### src/rtl/core/tsrd_pkg.sv
// ----------------------------------------------------------------------------
// tsrd_pkg: shared definitions for the thumbstick radial deadzone
// Field widths, register indices, sequencer states and small helpers.
// ----------------------------------------------------------------------------
package tsrd_pkg;

  localparam int PAD_COUNT_DEF = 4;

  localparam int DZ_W       = 15;
  localparam int AXIS_W     = 16;
  localparam int PAD_W      = 2;
  localparam int CFG_ADDR_W = 1;

  localparam int IN_DATA_W  = 72;
  localparam int OUT_DATA_W = 72;

  localparam logic [CFG_ADDR_W-1:0] REG_LEFT_DZ  = 1'b0;
  localparam logic [CFG_ADDR_W-1:0] REG_RIGHT_DZ = 1'b1;

  localparam logic [DZ_W-1:0] LEFT_DZ_RST  = 15'd7849;
  localparam logic [DZ_W-1:0] RIGHT_DZ_RST = 15'd8689;
  localparam logic [DZ_W-1:0] FULL_SCALE   = 15'd32767;

  localparam logic [23:0] CAP_MAX   = 24'h7FFF00;
  localparam logic [47:0] ROOT_BIT0 = 48'h4000_0000_0000;

  typedef enum logic [3:0] {
    ST_IDLE,
    ST_DISC,
    ST_SQ_X,
    ST_SQ_Y,
    ST_SQ_DZ,
    ST_CMP,
    ST_SQRT,
    ST_CAP,
    ST_DEN,
    ST_MULC,
    ST_LOADD,
    ST_DIV,
    ST_SAT,
    ST_STORE,
    ST_EMIT
  } st_t;

  function automatic logic [16:0] mag17(input logic [15:0] v);
    logic [16:0] e;
    e = {v[15], v};
    return v[15] ? (~e + 17'd1) : e;
  endfunction

endpackage

### src/rtl/core/thumbstick_radial_deadzone.sv
// ----------------------------------------------------------------------------
// thumbstick_radial_deadzone
// Radial deadzone and Q1.15 rescaling of both thumbsticks of each gamepad,
// with change detection against the last stored stick position.
// ----------------------------------------------------------------------------
// One input beat is handled at a time; in_tready is high only while the block
// waits for a beat. Per stick the sample is squared and compared with the
// deadzone, and if the stick is outside the deadzone a further 24 square-root
// steps and two axis divisions (16 quotient bits each) follow on one shared
// 56-bit subtract-compare unit, all fed by one shared 24x17 multiplier. A beat
// for a pad at or above PAD_COUNT is dropped. A result beat waits in the output
// register, so a new input beat may be taken while it is still pending; a
// further result holds the block until the pending beat has been taken.
// ----------------------------------------------------------------------------
module thumbstick_radial_deadzone
  import tsrd_pkg::*;
#(
  parameter int PAD_COUNT = PAD_COUNT_DEF
) (
  input  logic                  clk,
  input  logic                  rst_n,
  input  logic                  in_tvalid,
  output logic                  in_tready,
  // pad[1:0], left_x[17:2], left_y[33:18], right_x[49:34], right_y[65:50]
  input  logic [IN_DATA_W-1:0]  in_tdata,
  // mode[0]
  input  logic                  in_tuser,
  output logic                  out_tvalid,
  input  logic                  out_tready,
  // pad_out[1:0], left_out_x[17:2], left_out_y[33:18],
  // right_out_x[49:34], right_out_y[65:50]
  output logic [OUT_DATA_W-1:0] out_tdata,
  input  logic                  cfg_wr_en,
  input  logic [CFG_ADDR_W-1:0] cfg_addr,
  input  logic [DZ_W-1:0]       cfg_wr_data
);

  localparam int IDX_W = (PAD_COUNT > 1) ? $clog2(PAD_COUNT) : 1;

  st_t state_r, state_nxt;

  logic [DZ_W-1:0] left_dz_r, right_dz_r;
  logic [31:0]     left_last_r  [PAD_COUNT];
  logic [31:0]     right_last_r [PAD_COUNT];

  logic [PAD_W-1:0]  pad_r, pad_nxt;
  logic [AXIS_W-1:0] lx_r, lx_nxt, ly_r, ly_nxt, rx_r, rx_nxt, ry_r, ry_nxt;
  logic              stk_r, stk_nxt, axs_r, axs_nxt;
  logic              inside_r, inside_nxt, chg_r, chg_nxt;
  logic [4:0]        cnt_r, cnt_nxt;
  logic [31:0]       s_r, s_nxt;
  logic [40:0]       prod_r, prod_nxt;
  logic [47:0]       res_r, res_nxt, bit_r, bit_nxt;
  logic [55:0]       rem_r, rem_nxt, dvs_r, dvs_nxt;
  logic [15:0]       q_r, q_nxt;
  logic [23:0]       diff_r, diff_nxt;
  logic [38:0]       den_r, den_nxt;
  logic [3:0][15:0]  obuf_r, obuf_nxt;
  logic              out_tvalid_r, out_tvalid_nxt;
  logic [OUT_DATA_W-1:0] out_data_r, out_data_nxt;

  logic [PAD_W-1:0]  in_pad;
  logic              in_hs;
  logic [IDX_W-1:0]  idx;
  logic [AXIS_W-1:0] cur_x, cur_y, cur_c;
  logic [DZ_W-1:0]   cur_dz;
  logic [31:0]       last_cur, packed_cur;
  logic [23:0]       mul_a, cap, dz256;
  logic [16:0]       mul_b;
  logic [55:0]       sub_a, sub_b;
  logic [56:0]       sub_d;
  logic              sub_ge;
  logic [15:0]       sat_q;
  logic              we_l, we_r;
  logic [31:0]       st_wdata;

  assign in_pad = in_tdata[1:0];
  assign in_hs  = in_tvalid & in_tready;
  assign idx    = IDX_W'(pad_r);

  assign cur_x    = stk_r ? rx_r : lx_r;
  assign cur_y    = stk_r ? ry_r : ly_r;
  assign cur_c    = axs_r ? cur_y : cur_x;
  assign cur_dz   = stk_r ? right_dz_r : left_dz_r;
  assign last_cur = stk_r ? right_last_r[idx] : left_last_r[idx];
  assign packed_cur = inside_r ? 32'd0 : {cur_y, cur_x};

  assign dz256 = {1'b0, cur_dz, 8'd0};
  assign cap   = (res_r[23:0] < CAP_MAX) ? res_r[23:0] : CAP_MAX;

  assign sub_d  = {1'b0, sub_a} - {1'b0, sub_b};
  assign sub_ge = ~sub_d[56];

  assign prod_nxt = 41'(mul_a) * 41'(mul_b);

  always_comb begin
    state_nxt      = state_r;
    pad_nxt        = pad_r;
    lx_nxt         = lx_r;
    ly_nxt         = ly_r;
    rx_nxt         = rx_r;
    ry_nxt         = ry_r;
    stk_nxt        = stk_r;
    axs_nxt        = axs_r;
    inside_nxt     = inside_r;
    chg_nxt        = chg_r;
    cnt_nxt        = cnt_r;
    s_nxt          = s_r;
    res_nxt        = res_r;
    bit_nxt        = bit_r;
    rem_nxt        = rem_r;
    dvs_nxt        = dvs_r;
    q_nxt          = q_r;
    diff_nxt       = diff_r;
    den_nxt        = den_r;
    obuf_nxt       = obuf_r;
    out_data_nxt   = out_data_r;
    out_tvalid_nxt = out_tvalid_r & ~out_tready;
    in_tready      = 1'b0;
    mul_a          = 24'd0;
    mul_b          = 17'd0;
    sub_a          = rem_r;
    sub_b          = dvs_r;
    sat_q          = 16'd0;
    we_l           = 1'b0;
    we_r           = 1'b0;
    st_wdata       = 32'd0;

    unique case (state_r)
      ST_IDLE: begin
        in_tready = 1'b1;
        if (in_hs) begin
          pad_nxt = in_pad;
          lx_nxt  = in_tdata[17:2];
          ly_nxt  = in_tdata[33:18];
          rx_nxt  = in_tdata[49:34];
          ry_nxt  = in_tdata[65:50];
          stk_nxt = 1'b0;
          chg_nxt = 1'b0;
          if (32'(in_pad) >= 32'(PAD_COUNT)) begin
            state_nxt = ST_IDLE;
          end else if (in_tuser) begin
            state_nxt = ST_DISC;
          end else begin
            state_nxt = ST_SQ_X;
          end
        end
      end
      ST_DISC: begin
        if (left_last_r[idx] != 32'd0 || right_last_r[idx] != 32'd0) begin
          we_l      = 1'b1;
          we_r      = 1'b1;
          obuf_nxt  = '0;
          state_nxt = ST_EMIT;
        end else begin
          state_nxt = ST_IDLE;
        end
      end
      ST_SQ_X: begin
        mul_a     = 24'(mag17(cur_x));
        mul_b     = mag17(cur_x);
        state_nxt = ST_SQ_Y;
      end
      ST_SQ_Y: begin
        s_nxt     = prod_r[31:0];
        mul_a     = 24'(mag17(cur_y));
        mul_b     = mag17(cur_y);
        state_nxt = ST_SQ_DZ;
      end
      ST_SQ_DZ: begin
        s_nxt     = s_r + prod_r[31:0];
        mul_a     = 24'(cur_dz);
        mul_b     = 17'(cur_dz);
        state_nxt = ST_CMP;
      end
      ST_CMP: begin
        inside_nxt = (s_r <= prod_r[31:0]);
        if (s_r <= prod_r[31:0]) begin
          obuf_nxt[{stk_r, 1'b0}] = 16'd0;
          obuf_nxt[{stk_r, 1'b1}] = 16'd0;
          state_nxt = ST_STORE;
        end else begin
          rem_nxt   = {8'd0, s_r, 16'd0};
          res_nxt   = 48'd0;
          bit_nxt   = ROOT_BIT0;
          cnt_nxt   = 5'd23;
          state_nxt = ST_SQRT;
        end
      end
      ST_SQRT: begin
        sub_b = {8'd0, res_r + bit_r};
        if (sub_ge) begin
          rem_nxt = sub_d[55:0];
          res_nxt = (res_r >> 1) + bit_r;
        end else begin
          res_nxt = res_r >> 1;
        end
        bit_nxt = bit_r >> 2;
        cnt_nxt = cnt_r - 5'd1;
        if (cnt_r == 5'd0) begin
          state_nxt = ST_CAP;
        end
      end
      ST_CAP: begin
        axs_nxt = 1'b0;
        mul_a   = res_r[23:0];
        mul_b   = 17'(FULL_SCALE - cur_dz);
        if (cap <= dz256) begin
          obuf_nxt[{stk_r, 1'b0}] = 16'd0;
          obuf_nxt[{stk_r, 1'b1}] = 16'd0;
          state_nxt = ST_STORE;
        end else begin
          diff_nxt  = cap - dz256;
          state_nxt = ST_DEN;
        end
      end
      ST_DEN: begin
        den_nxt   = prod_r[38:0];
        state_nxt = ST_MULC;
      end
      ST_MULC: begin
        mul_a     = diff_r;
        mul_b     = mag17(cur_c);
        state_nxt = ST_LOADD;
      end
      ST_LOADD: begin
        rem_nxt   = {prod_r, 15'd0};
        dvs_nxt   = {2'd0, den_r, 15'd0};
        q_nxt     = 16'd0;
        cnt_nxt   = 5'd15;
        state_nxt = ST_DIV;
      end
      ST_DIV: begin
        if (sub_ge) begin
          rem_nxt = sub_d[55:0];
        end
        q_nxt   = {q_r[14:0], sub_ge};
        dvs_nxt = dvs_r >> 1;
        cnt_nxt = cnt_r - 5'd1;
        if (cnt_r == 5'd0) begin
          state_nxt = ST_SAT;
        end
      end
      ST_SAT: begin
        if (cur_c[15]) begin
          sat_q = (q_r > 16'd32768) ? 16'd32768 : q_r;
          obuf_nxt[{stk_r, axs_r}] = 16'd0 - sat_q;
        end else begin
          sat_q = (q_r > 16'd32767) ? 16'd32767 : q_r;
          obuf_nxt[{stk_r, axs_r}] = sat_q;
        end
        if (!axs_r) begin
          axs_nxt   = 1'b1;
          state_nxt = ST_MULC;
        end else begin
          state_nxt = ST_STORE;
        end
      end
      ST_STORE: begin
        we_l     = ~stk_r;
        we_r     = stk_r;
        st_wdata = packed_cur;
        chg_nxt  = chg_r | (last_cur != packed_cur);
        if (!stk_r) begin
          stk_nxt   = 1'b1;
          state_nxt = ST_SQ_X;
        end else if (chg_r || last_cur != packed_cur) begin
          state_nxt = ST_EMIT;
        end else begin
          state_nxt = ST_IDLE;
        end
      end
      ST_EMIT: begin
        if (!out_tvalid_r || out_tready) begin
          out_data_nxt   = {6'd0, obuf_r, pad_r};
          out_tvalid_nxt = 1'b1;
          state_nxt      = ST_IDLE;
        end
      end
      default: begin
        state_nxt = ST_IDLE;
      end
    endcase
  end

  always_ff @(posedge clk) begin
    if (!rst_n) begin
      state_r      <= ST_IDLE;
      out_tvalid_r <= 1'b0;
    end else begin
      state_r      <= state_nxt;
      out_tvalid_r <= out_tvalid_nxt;
    end
  end

  always_ff @(posedge clk) begin
    pad_r      <= pad_nxt;
    lx_r       <= lx_nxt;
    ly_r       <= ly_nxt;
    rx_r       <= rx_nxt;
    ry_r       <= ry_nxt;
    stk_r      <= stk_nxt;
    axs_r      <= axs_nxt;
    inside_r   <= inside_nxt;
    chg_r      <= chg_nxt;
    cnt_r      <= cnt_nxt;
    s_r        <= s_nxt;
    prod_r     <= prod_nxt;
    res_r      <= res_nxt;
    bit_r      <= bit_nxt;
    rem_r      <= rem_nxt;
    dvs_r      <= dvs_nxt;
    q_r        <= q_nxt;
    diff_r     <= diff_nxt;
    den_r      <= den_nxt;
    obuf_r     <= obuf_nxt;
    out_data_r <= out_data_nxt;
  end

  always_ff @(posedge clk) begin
    if (!rst_n) begin
      left_dz_r  <= LEFT_DZ_RST;
      right_dz_r <= RIGHT_DZ_RST;
    end else if (cfg_wr_en) begin
      unique case (cfg_addr)
        REG_LEFT_DZ:  left_dz_r  <= cfg_wr_data;
        REG_RIGHT_DZ: right_dz_r <= cfg_wr_data;
      endcase
    end
  end

  always_ff @(posedge clk) begin
    if (!rst_n) begin
      for (int i = 0; i < PAD_COUNT; i++) begin
        left_last_r[i]  <= 32'd0;
        right_last_r[i] <= 32'd0;
      end
    end else begin
      if (we_l) begin
        left_last_r[idx] <= st_wdata;
      end
      if (we_r) begin
        right_last_r[idx] <= st_wdata;
      end
    end
  end

  assign out_tvalid = out_tvalid_r;
  assign out_tdata  = out_data_r;

  a_root_floor: assert property (@(posedge clk) disable iff (!rst_n)
    state_r == ST_CAP |->
      (64'(res_r[23:0]) * 64'(res_r[23:0]) <= {16'd0, s_r, 16'd0}) &&
      ((64'(res_r[23:0]) + 64'd1) * (64'(res_r[23:0]) + 64'd1) > {16'd0, s_r, 16'd0}))
    else $error("square root out of range");

  a_quot_bound: assert property (@(posedge clk) disable iff (!rst_n)
    state_r == ST_SAT |-> q_r <= 16'd32768)
    else $error("scaled axis quotient above full scale");

  a_div_rem: assert property (@(posedge clk) disable iff (!rst_n)
    state_r == ST_SAT |-> rem_r < {17'd0, den_r})
    else $error("division remainder not below divisor");

  a_emit_src: assert property (@(posedge clk) disable iff (!rst_n)
    $rose(out_tvalid_r) |-> $past(state_r == ST_EMIT))
    else $error("result beat raised outside emit");

endmodule

### config.mk
export PLATFORM = sky130hd
export DESIGN_NAME = thumbstick_radial_deadzone
export DESIGN_NICKNAME = d
export VERILOG_FILES = /design/src/rtl/core/tsrd_pkg.sv /design/src/rtl/core/thumbstick_radial_deadzone.sv
export SDC_FILE = /design/constraint.sdc
export NUM_CORES = 2
export LEC_CHECK = 0
export BUFFER_PORTS_ARGS = -buffer_cell sky130_fd_sc_hd__buf_2
export CORE_MARGIN = 2
export CORE_UTILIZATION = 64
export CTS_CLUSTER_DIAMETER = 50
export DETAILED_ROUTE_END_ITERATION = 12
export GPL_TIMING_DRIVEN = 0
export PLACE_DENSITY = 0.82
export REMOVE_ABC_BUFFERS = 1
export SLEW_MARGIN = 20
export SYNTH_ARGS = -nofsm -noshare
export SYNTH_HDL_FRONTEND = slang
export SYNTH_SLANG_ARGS = --single-unit
### constraint.sdc
create_clock -name clk -period 13.3 [get_ports clk]
set_clock_uncertainty 0.1 [all_clocks]
set_input_delay 0.665 -clock clk [delete_from_list [all_inputs] [get_ports clk]]
set_output_delay 0.665 -clock clk [all_outputs]
set_load 0.05 [all_outputs]
# Word-level counts from Yosys, hierarchy flattened
# Memory sizes are Yosys's and may differ from the RTL's. A register that Yosys moved wholly into a read port is not among the register bits.
# Cells that the tools add are included.
[totals]
ram_bits = 256
mem_count = 2
out_inout_bits = 74
wordCells = 203
regBits = 600
[op_classes]
mul = 1
n_mux = 79
bitwise = 15
magnitude_cmp = 11
n_reduce_logical = 32
eq_ne = 24
add_sub_neg = 11
[memory_table]
columns = ["memory", "depth", "width", "rd", "rd_ports_with_merged_regs", "write_ports", "line", "rtl"]
rows = [
  ["left_last_r", 4, 32, 1, 1, 4, "thumbstick_radial_deadzone.sv:43", "logic [31:0] left_last_r [PAD_COUNT];"],
  ["right_last_r", 4, 32, 1, 1, 4, "thumbstick_radial_deadzone.sv:44", "logic [31:0] right_last_r [PAD_COUNT];"],
]
[op_table]
columns = ["cell", "n"]
rows = [
  ["2-to-1 mux 64 bit", 4],
  ["one-hot mux 64 bit (4 select lines)", 1],
  ["one-hot mux 48 bit (2 select lines)", 2],
  ["2-to-1 mux 56 bit", 3],
  ["one-hot mux 56 bit (3 select lines)", 1],
  ["2-to-1 mux 32 bit", 5],
  ["2-to-1 mux 48 bit", 3],
  ["AND 64 bit", 2],
  ["bitwise mux 64 bit", 2],
  ["2-to-1 mux 16 bit", 8],
  ["one-hot mux 24 bit (5 select lines)", 1],
  ["one-hot mux 56 bit (2 select lines)", 1],
  ["one-hot mux 17 bit (5 select lines)", 1],
  ["NOT 48 -> 64 bit", 1],
  ["NOT 64 bit", 1],
  ["one-hot mux 32 bit (2 select lines)", 1],
  ["nonzero test 32 bit", 2],
  ["OR reduction 32 bit", 2],
  ["one-hot mux 4 bit (15 select lines)", 1],
  ["subtractor 56 x 56 -> 57 bit", 1],
  ["adder 17 x 1 -> 17 bit (second input constant)", 3],
  ["2-to-1 mux 17 bit", 3],
  ["NOT 17 bit", 3],
  ["adder 47 x 48 -> 48 bit", 1],
  ["other kinds (47)", 120],
]

# Logic depth before layout (Yosys ltp)
[depth]
word_depth = 9
depth_mapped = 40
depth_no_buf = 34

# Least setup slack after synthesis
# No wires, ideal clock.
[synth_path]
path_kind = "register to register"
startpoint = "reg res_r[2]"
endpoint = "reg rem_r[0] (enable)"
path_buffers = 4
required_ns = 12.645
arrival_time_ns = 9.149
slack_ns = 3.496
stages_incl_launch_ff = 28
path_cell_list = "edfxtp_1 > ha_1 > a31oi_1 > a211oi_1 > a31o_2 > a21oi_1 > o21ai_0 > a211oi_1 > nor3_1 > or2_2 > a21oi_1 > xnor2_1 > mux2i_1 > ha_1 > clkbuf_1 > a21oi_1 > o21bai_1 > a21oi_1 > o21ai_0 > a21o_1 > a21oi_1 > a21oi_1 > o31ai_2 > and2_1 > buf_2 > buf_4 > buf_4 > a21boi_0"
[synth_between]
elab_chain_len = 5
[synth_lines]
columns = ["element", "line", "rtl"]
rows = [
  ["from (decl)", "thumbstick_radial_deadzone.sv:53", "logic [47:0] res_r, res_nxt, bit_r, bit_nxt;"],
  ["from (signal assigned)", "thumbstick_radial_deadzone.sv:309", "res_r <= res_nxt;"],
  ["adder 48 bit", "thumbstick_radial_deadzone.sv:191", "sub_b = {8'd0, res_r + bit_r};"],
  ["2-to-1 mux 56 bit", "thumbstick_radial_deadzone.sv:129", "unique case (state_r)"],
  ["subtractor 56 x 56 -> 57 bit", "thumbstick_radial_deadzone.sv:91", "assign sub_d = {1'b0, sub_a} - {1'b0, sub_b};"],
  ["!= test 2 bit (no line)", "--", ""],
  ["AND reduction 3 bit (no line)", "--", ""],
  ["to (signal assigned)", "thumbstick_radial_deadzone.sv:311", "rem_r <= rem_nxt;"],
  ["to (decl)", "thumbstick_radial_deadzone.sv:54", "logic [55:0] rem_r, rem_nxt, dvs_r, dvs_nxt;"],
]
# Every way passes these cells.
# A chain may end at the register's enable or synchronous reset.

# Final worst setup path
[layout_path]
startpoint = "reg stk_r"
endpoint = "reg prod_r[38]"
[layout_between]
elab_chain_len = 7
[layout_lines]
columns = ["element", "line", "rtl"]
rows = [
  ["from (decl)", "thumbstick_radial_deadzone.sv:48", "logic stk_r, stk_nxt, axs_r, axs_nxt;"],
  ["from (signal assigned)", "thumbstick_radial_deadzone.sv:302", "stk_r <= stk_nxt;"],
  ["2-to-1 mux 16 bit (on tied branches)", "thumbstick_radial_deadzone.sv:81, thumbstick_radial_deadzone.sv:82", ""],
  ["2-to-1 mux 16 bit", "thumbstick_radial_deadzone.sv:83", "assign cur_c = axs_r ? cur_y : cur_x;"],
  ["NOT 17 bit", "tsrd_pkg.sv:48", "return v[15] ? (~e + 17'd1) : e;"],
  ["adder 17 x 1 -> 17 bit", "tsrd_pkg.sv:48", ""],
  ["2-to-1 mux 17 bit", "tsrd_pkg.sv:48", ""],
  ["one-hot mux 17 bit (5 select lines)", "thumbstick_radial_deadzone.sv:129", ""],
  ["multiplier 24 x 17 -> 41 bit *", "thumbstick_radial_deadzone.sv:94", "assign prod_nxt = 41'(mul_a) * 41'(mul_b);"],
  ["net prod_nxt[38]", "thumbstick_radial_deadzone.sv:52", "logic [40:0] prod_r, prod_nxt;"],
  ["to (signal assigned)", "thumbstick_radial_deadzone.sv:308", "prod_r <= prod_nxt;"],
  ["to (decl)", "thumbstick_radial_deadzone.sv:52", ""],
]
# Mark *: on every way through the listed nets, which the timed path passes. The rest lies on a longest branch.

==> impl_results.md <==
* GP Congestion at 0.997
* Port bufs at 155
* Filler cells at 6121
* CP max FO at 20
* Leakage at 0.0256 µW
* Period minus WS final at 11470 ps
* Largest net degree at the start of global routing at 107
* P_sw at 5070 µW
* DR pass1 iterations at 8
* Postcts setup bufs at 0
* Top cell type by total area after synthesis: edfxtp_1
* Final wirelength at 166000 µm
* Layout cells sized above 1 at 0.0997
* Req. time, crit path at 13760 ps
* Post-cts repair resize count at 0
* DRC violations left at 0
* End of the worst hold path: lx_r[8]$_DFFE_PP_
* Final WS setup at 1830 ps
* Reg2reg end: prod_r[38]$_DFF_P_
* # setup viols final at 0
* Setup CP Type: reg -> reg
* Worst slew margin at 0.186
* Hold crit path type: in -> reg
* Post-synth EDFFs at 754
* Total Routing Usage GR at 0.353
* Clock Latency Late Sink at 730 ps
* Max stage delay on crit path at 890 ps
* Post-route design area at 64000 µm²
* Top cell by count, worst path: fa_1
* Outcome: finished clean
* Rows at 110
* Synth cell types at 90
* Mapped Cells at 5716
* YS warnings at 0
* Slowest library cell on the worst path: or3_1
* Switching Share at 0.427
* Maximum vdd drop at 0.157 mV
* CTS Sinks at 832
* Remaining global-route overflow at 0
* 1st-iter DRT viols at 5800
* Ys async rst share at 0
* Top cell type's share of synthesized area at 0.389
* R2r setup slk at 1830 ps
* Post-Syn Area at 58300 µm²
* Die area at 93500 µm²
* Crit path capture type: register
* Fin. Hold Viols at 0
* First-pass GRT wire length at 256000 µm
* Logic gate share of total power at 0.468
* Max Transition Viols Final at 0
* Post-synthesis sequential area ratio at 0.415
* Worst hold start: in_tdata[10]
* Top FF cell, synth: edfxtp_1
* Synthesis-to-finish area growth at 9.89%
* CP startpoint: stk_r$_DFFE_PP_
* CP Launch Type: register
* Design internal power at 6810 µW
* Htree depth at 3
* I/O pins at 168
* Clock share of power at 0.213
* CTS root buf: clkbuf_16
* R2R cell count at 34
* Antenna viol nets, final at 0
* Hold Crit Depth at 1
* Max Clock Freq at 0.0872 GHz
* Number of global-route vias before repair at 45.6k
* Die Ht at 306 µm
* Core area at 90100 µm²
* Max Root-Sink Buffers at 3
* Initial antenna violation count at 8
* Arrival time at the worst endpoint at 11930 ps
* Post-DP HPWL at 121000 µm
* Worst-path clk slew at 60 ps
* Max cap viols at 0
* Die X at 306 µm
* Top cells by area, synth: edfxtp_1 39%, fa_1 11%, ha_1 6.5%
* #FFs+latches synth at 832
* Slew at the pin with the worst max-slew slack at 1190 ps
* Nets@finish at 6506
* RSZ-0062 raised after global routing: false
* Mapped Avg Cell Area at 10.2 µm²
* TNS Setup at 0 ps
* Initial core utilization at 0.646
* Hold_buf cts at 0
* Dpl cell area at 61000 µm²
* Vias at 46.0k
* Period utilization at 0.863
* Cts bufs inserted at 95
* Vias per std cell at 6.54
* Power Density at 185 nW/µm²
* Avg WL per Cell at 23.6 µm
* CTS tree: yes
* Pre-CTS setup slack at 2230 ps
* RR Startpoint: stk_r$_DFFE_PP_
* Fin util at 0.710
* Sequential fraction of design power at 0.319
## flip-flops by register name (all words and copies together), names as in the netlist, 24 cells and up, named ones only
name	flops
out_tdata	66
rem_r	56
dvs_r	54
diff_r	24
right_last_r	128
s_r	32
obuf_r	64
prod_r	41
bit_r	24
den_r	39
res_r	48
left_last_r	128
## Yosys cell counts (30+ instances only)
cell type / number
buf_2: 48
nor3_1: 107
or3_1: 57
nand4_1: 47
and3_1: 36
ha_1: 303
mux4_2: 70
edfxtp_1: 754
inv_1: 500
and2_1: 142
nor2_1: 599
xnor2_1: 161
a22o_1: 44
o21bai_1: 34
a31oi_1: 64
mux2i_1: 65
nand2_1: 767
nand3_1: 59
o21ai_0: 251
a21oi_1: 294
clkbuf_1: 205
a211oi_1: 41
nor2b_1: 45
a21o_1: 57
a22oi_1: 45
dfxtp_1: 78
a21boi_0: 36
fa_1: 332
xor2_1: 88
nand2b_1: 30
## critical path, delay by kind of cell (launching register included)
family	cells	cell delay (ps)
AOI/OAI and AO/OA	9	2800
xor gates and xnor gates	2	250
adders and majority gates	7	3530
buffers and inverters	8	1020
DFF	1	510
muxes	1	800
and+or+nand+nor	7	2250
## cell usage in the layout (no fill, tap or decap), drive strengths merged, types with 34 or more instances in the layout
master | netlist | layout
o21bai | 34 | 34
and2 | 143 | 143
a211oi | 41 | 41
fa | 332 | 332
nand4 | 47 | 47
mux4 | 75 | 75
and3 | 36 | 36
a31oi | 64 | 64
nor2b | 45 | 45
buf | 89 | 232
a21oi | 295 | 295
xor2 | 88 | 88
nand2 | 767 | 767
inv | 500 | 511
clkinv | 0 | 40
xnor2 | 161 | 161
a22oi | 45 | 45
edfxtp | 754 | 754
o21ai | 259 | 259
a21boi | 37 | 37
a22o | 44 | 44
dfxtp | 78 | 78
ha | 303 | 303
nand3 | 59 | 59
a21o | 57 | 57
clkbuf | 207 | 114
mux2i | 65 | 65
nor2 | 599 | 599
or3 | 57 | 57
nor3 | 108 | 108
## cell families (layout without fill, tap and decap cells)
| group | Yosys count | in the layout | share of synthesized area |
|---|---|---|---|
| compound gates | 1058 | 1058 | 0.116 |
| xor+xnor | 249 | 249 | 0.0374 |
| fa+ha+maj | 635 | 635 | 0.179 |
| buf+inv | 796 | 907 | 0.0550 |
| flops | 832 | 832 | 0.415 |
| mux | 166 | 166 | 0.0455 |
| other cells | 2 | 32 | 0.000129 |
| simple gates | 1978 | 1978 | 0.152 |
## stage by stage
| stage | power [µW] | instances | hold slack, ps |
|---|---|---|---|
| 4_1_cts | 11700 | 7030 | 2.56 |
| 2_1_floorplan | 7300 | 5448 | 308 |
| 3_5_place_dp | 9140 | 6855 | 325 |
| 6_report | 11900 | 7033 | 14.4 |
| 5_1_grt | 12400 | 7031 | 6.73 |
| 3_3_place_gp | 8820 | 6779 | 326 |
## worst max path at each step
stage	to	slack [ps]	depth (start not counted)
3_5_place_dp	prod_r[38]$_DFF_P_	2230	34
2_1_floorplan	prod_r[40]$_DFF_P_	830	32
5_1_grt	prod_r[40]$_DFF_P_	1570	34
6_report	prod_r[38]$_DFF_P_	1830	34
3_3_place_gp	rem_r[55]$_DFFE_PP_	-4290	17
4_1_cts	prod_r[40]$_DFF_P_	2150	34
## power groups by stage
stage | registers [µW] | logic, µW | clock network, µW
final | 3790 | 5560 | 2530
after global routing | 3820 | 5940 | 2640
after CTS | 3770 | 5380 | 2530
after detailed placement | 3820 | 5320 | 0
after global placement | 3950 | 4870 | 0
after floorplan | 3760 | 3540 | 0
## metal layers
metal | vias to the layer above | wire [µm] | track usage
met2 | 3148 | 72800 | 0.534
li1 | 20000 | - | -
met1 | 22100 | 60700 | 0.462
met4 | 4 | 10900 | 0.209
met3 | 713 | 21200 | 0.0912
met5 | - | 27 | 0
## area by class of cell
| type | count | area [µm²] | area share |
|---|---|---|---|
| repair buffers | 232 | 2150 | 0.0335 |
| inverters | 500 | 1880 | 0.0294 |
| clock inverters | 61 | 548 | 0.00856 |
| diodes | 2 | 5.00 | 0.0000782 |
| flip-flops and latches | 832 | 24200 | 0.378 |
| clock buffers | 114 | 2470 | 0.0386 |
| multi-input cells | 4116 | 31300 | 0.489 |
| well taps | 1176 | 1470 | 0.0230 |
(Power assumes the default switching activity.)
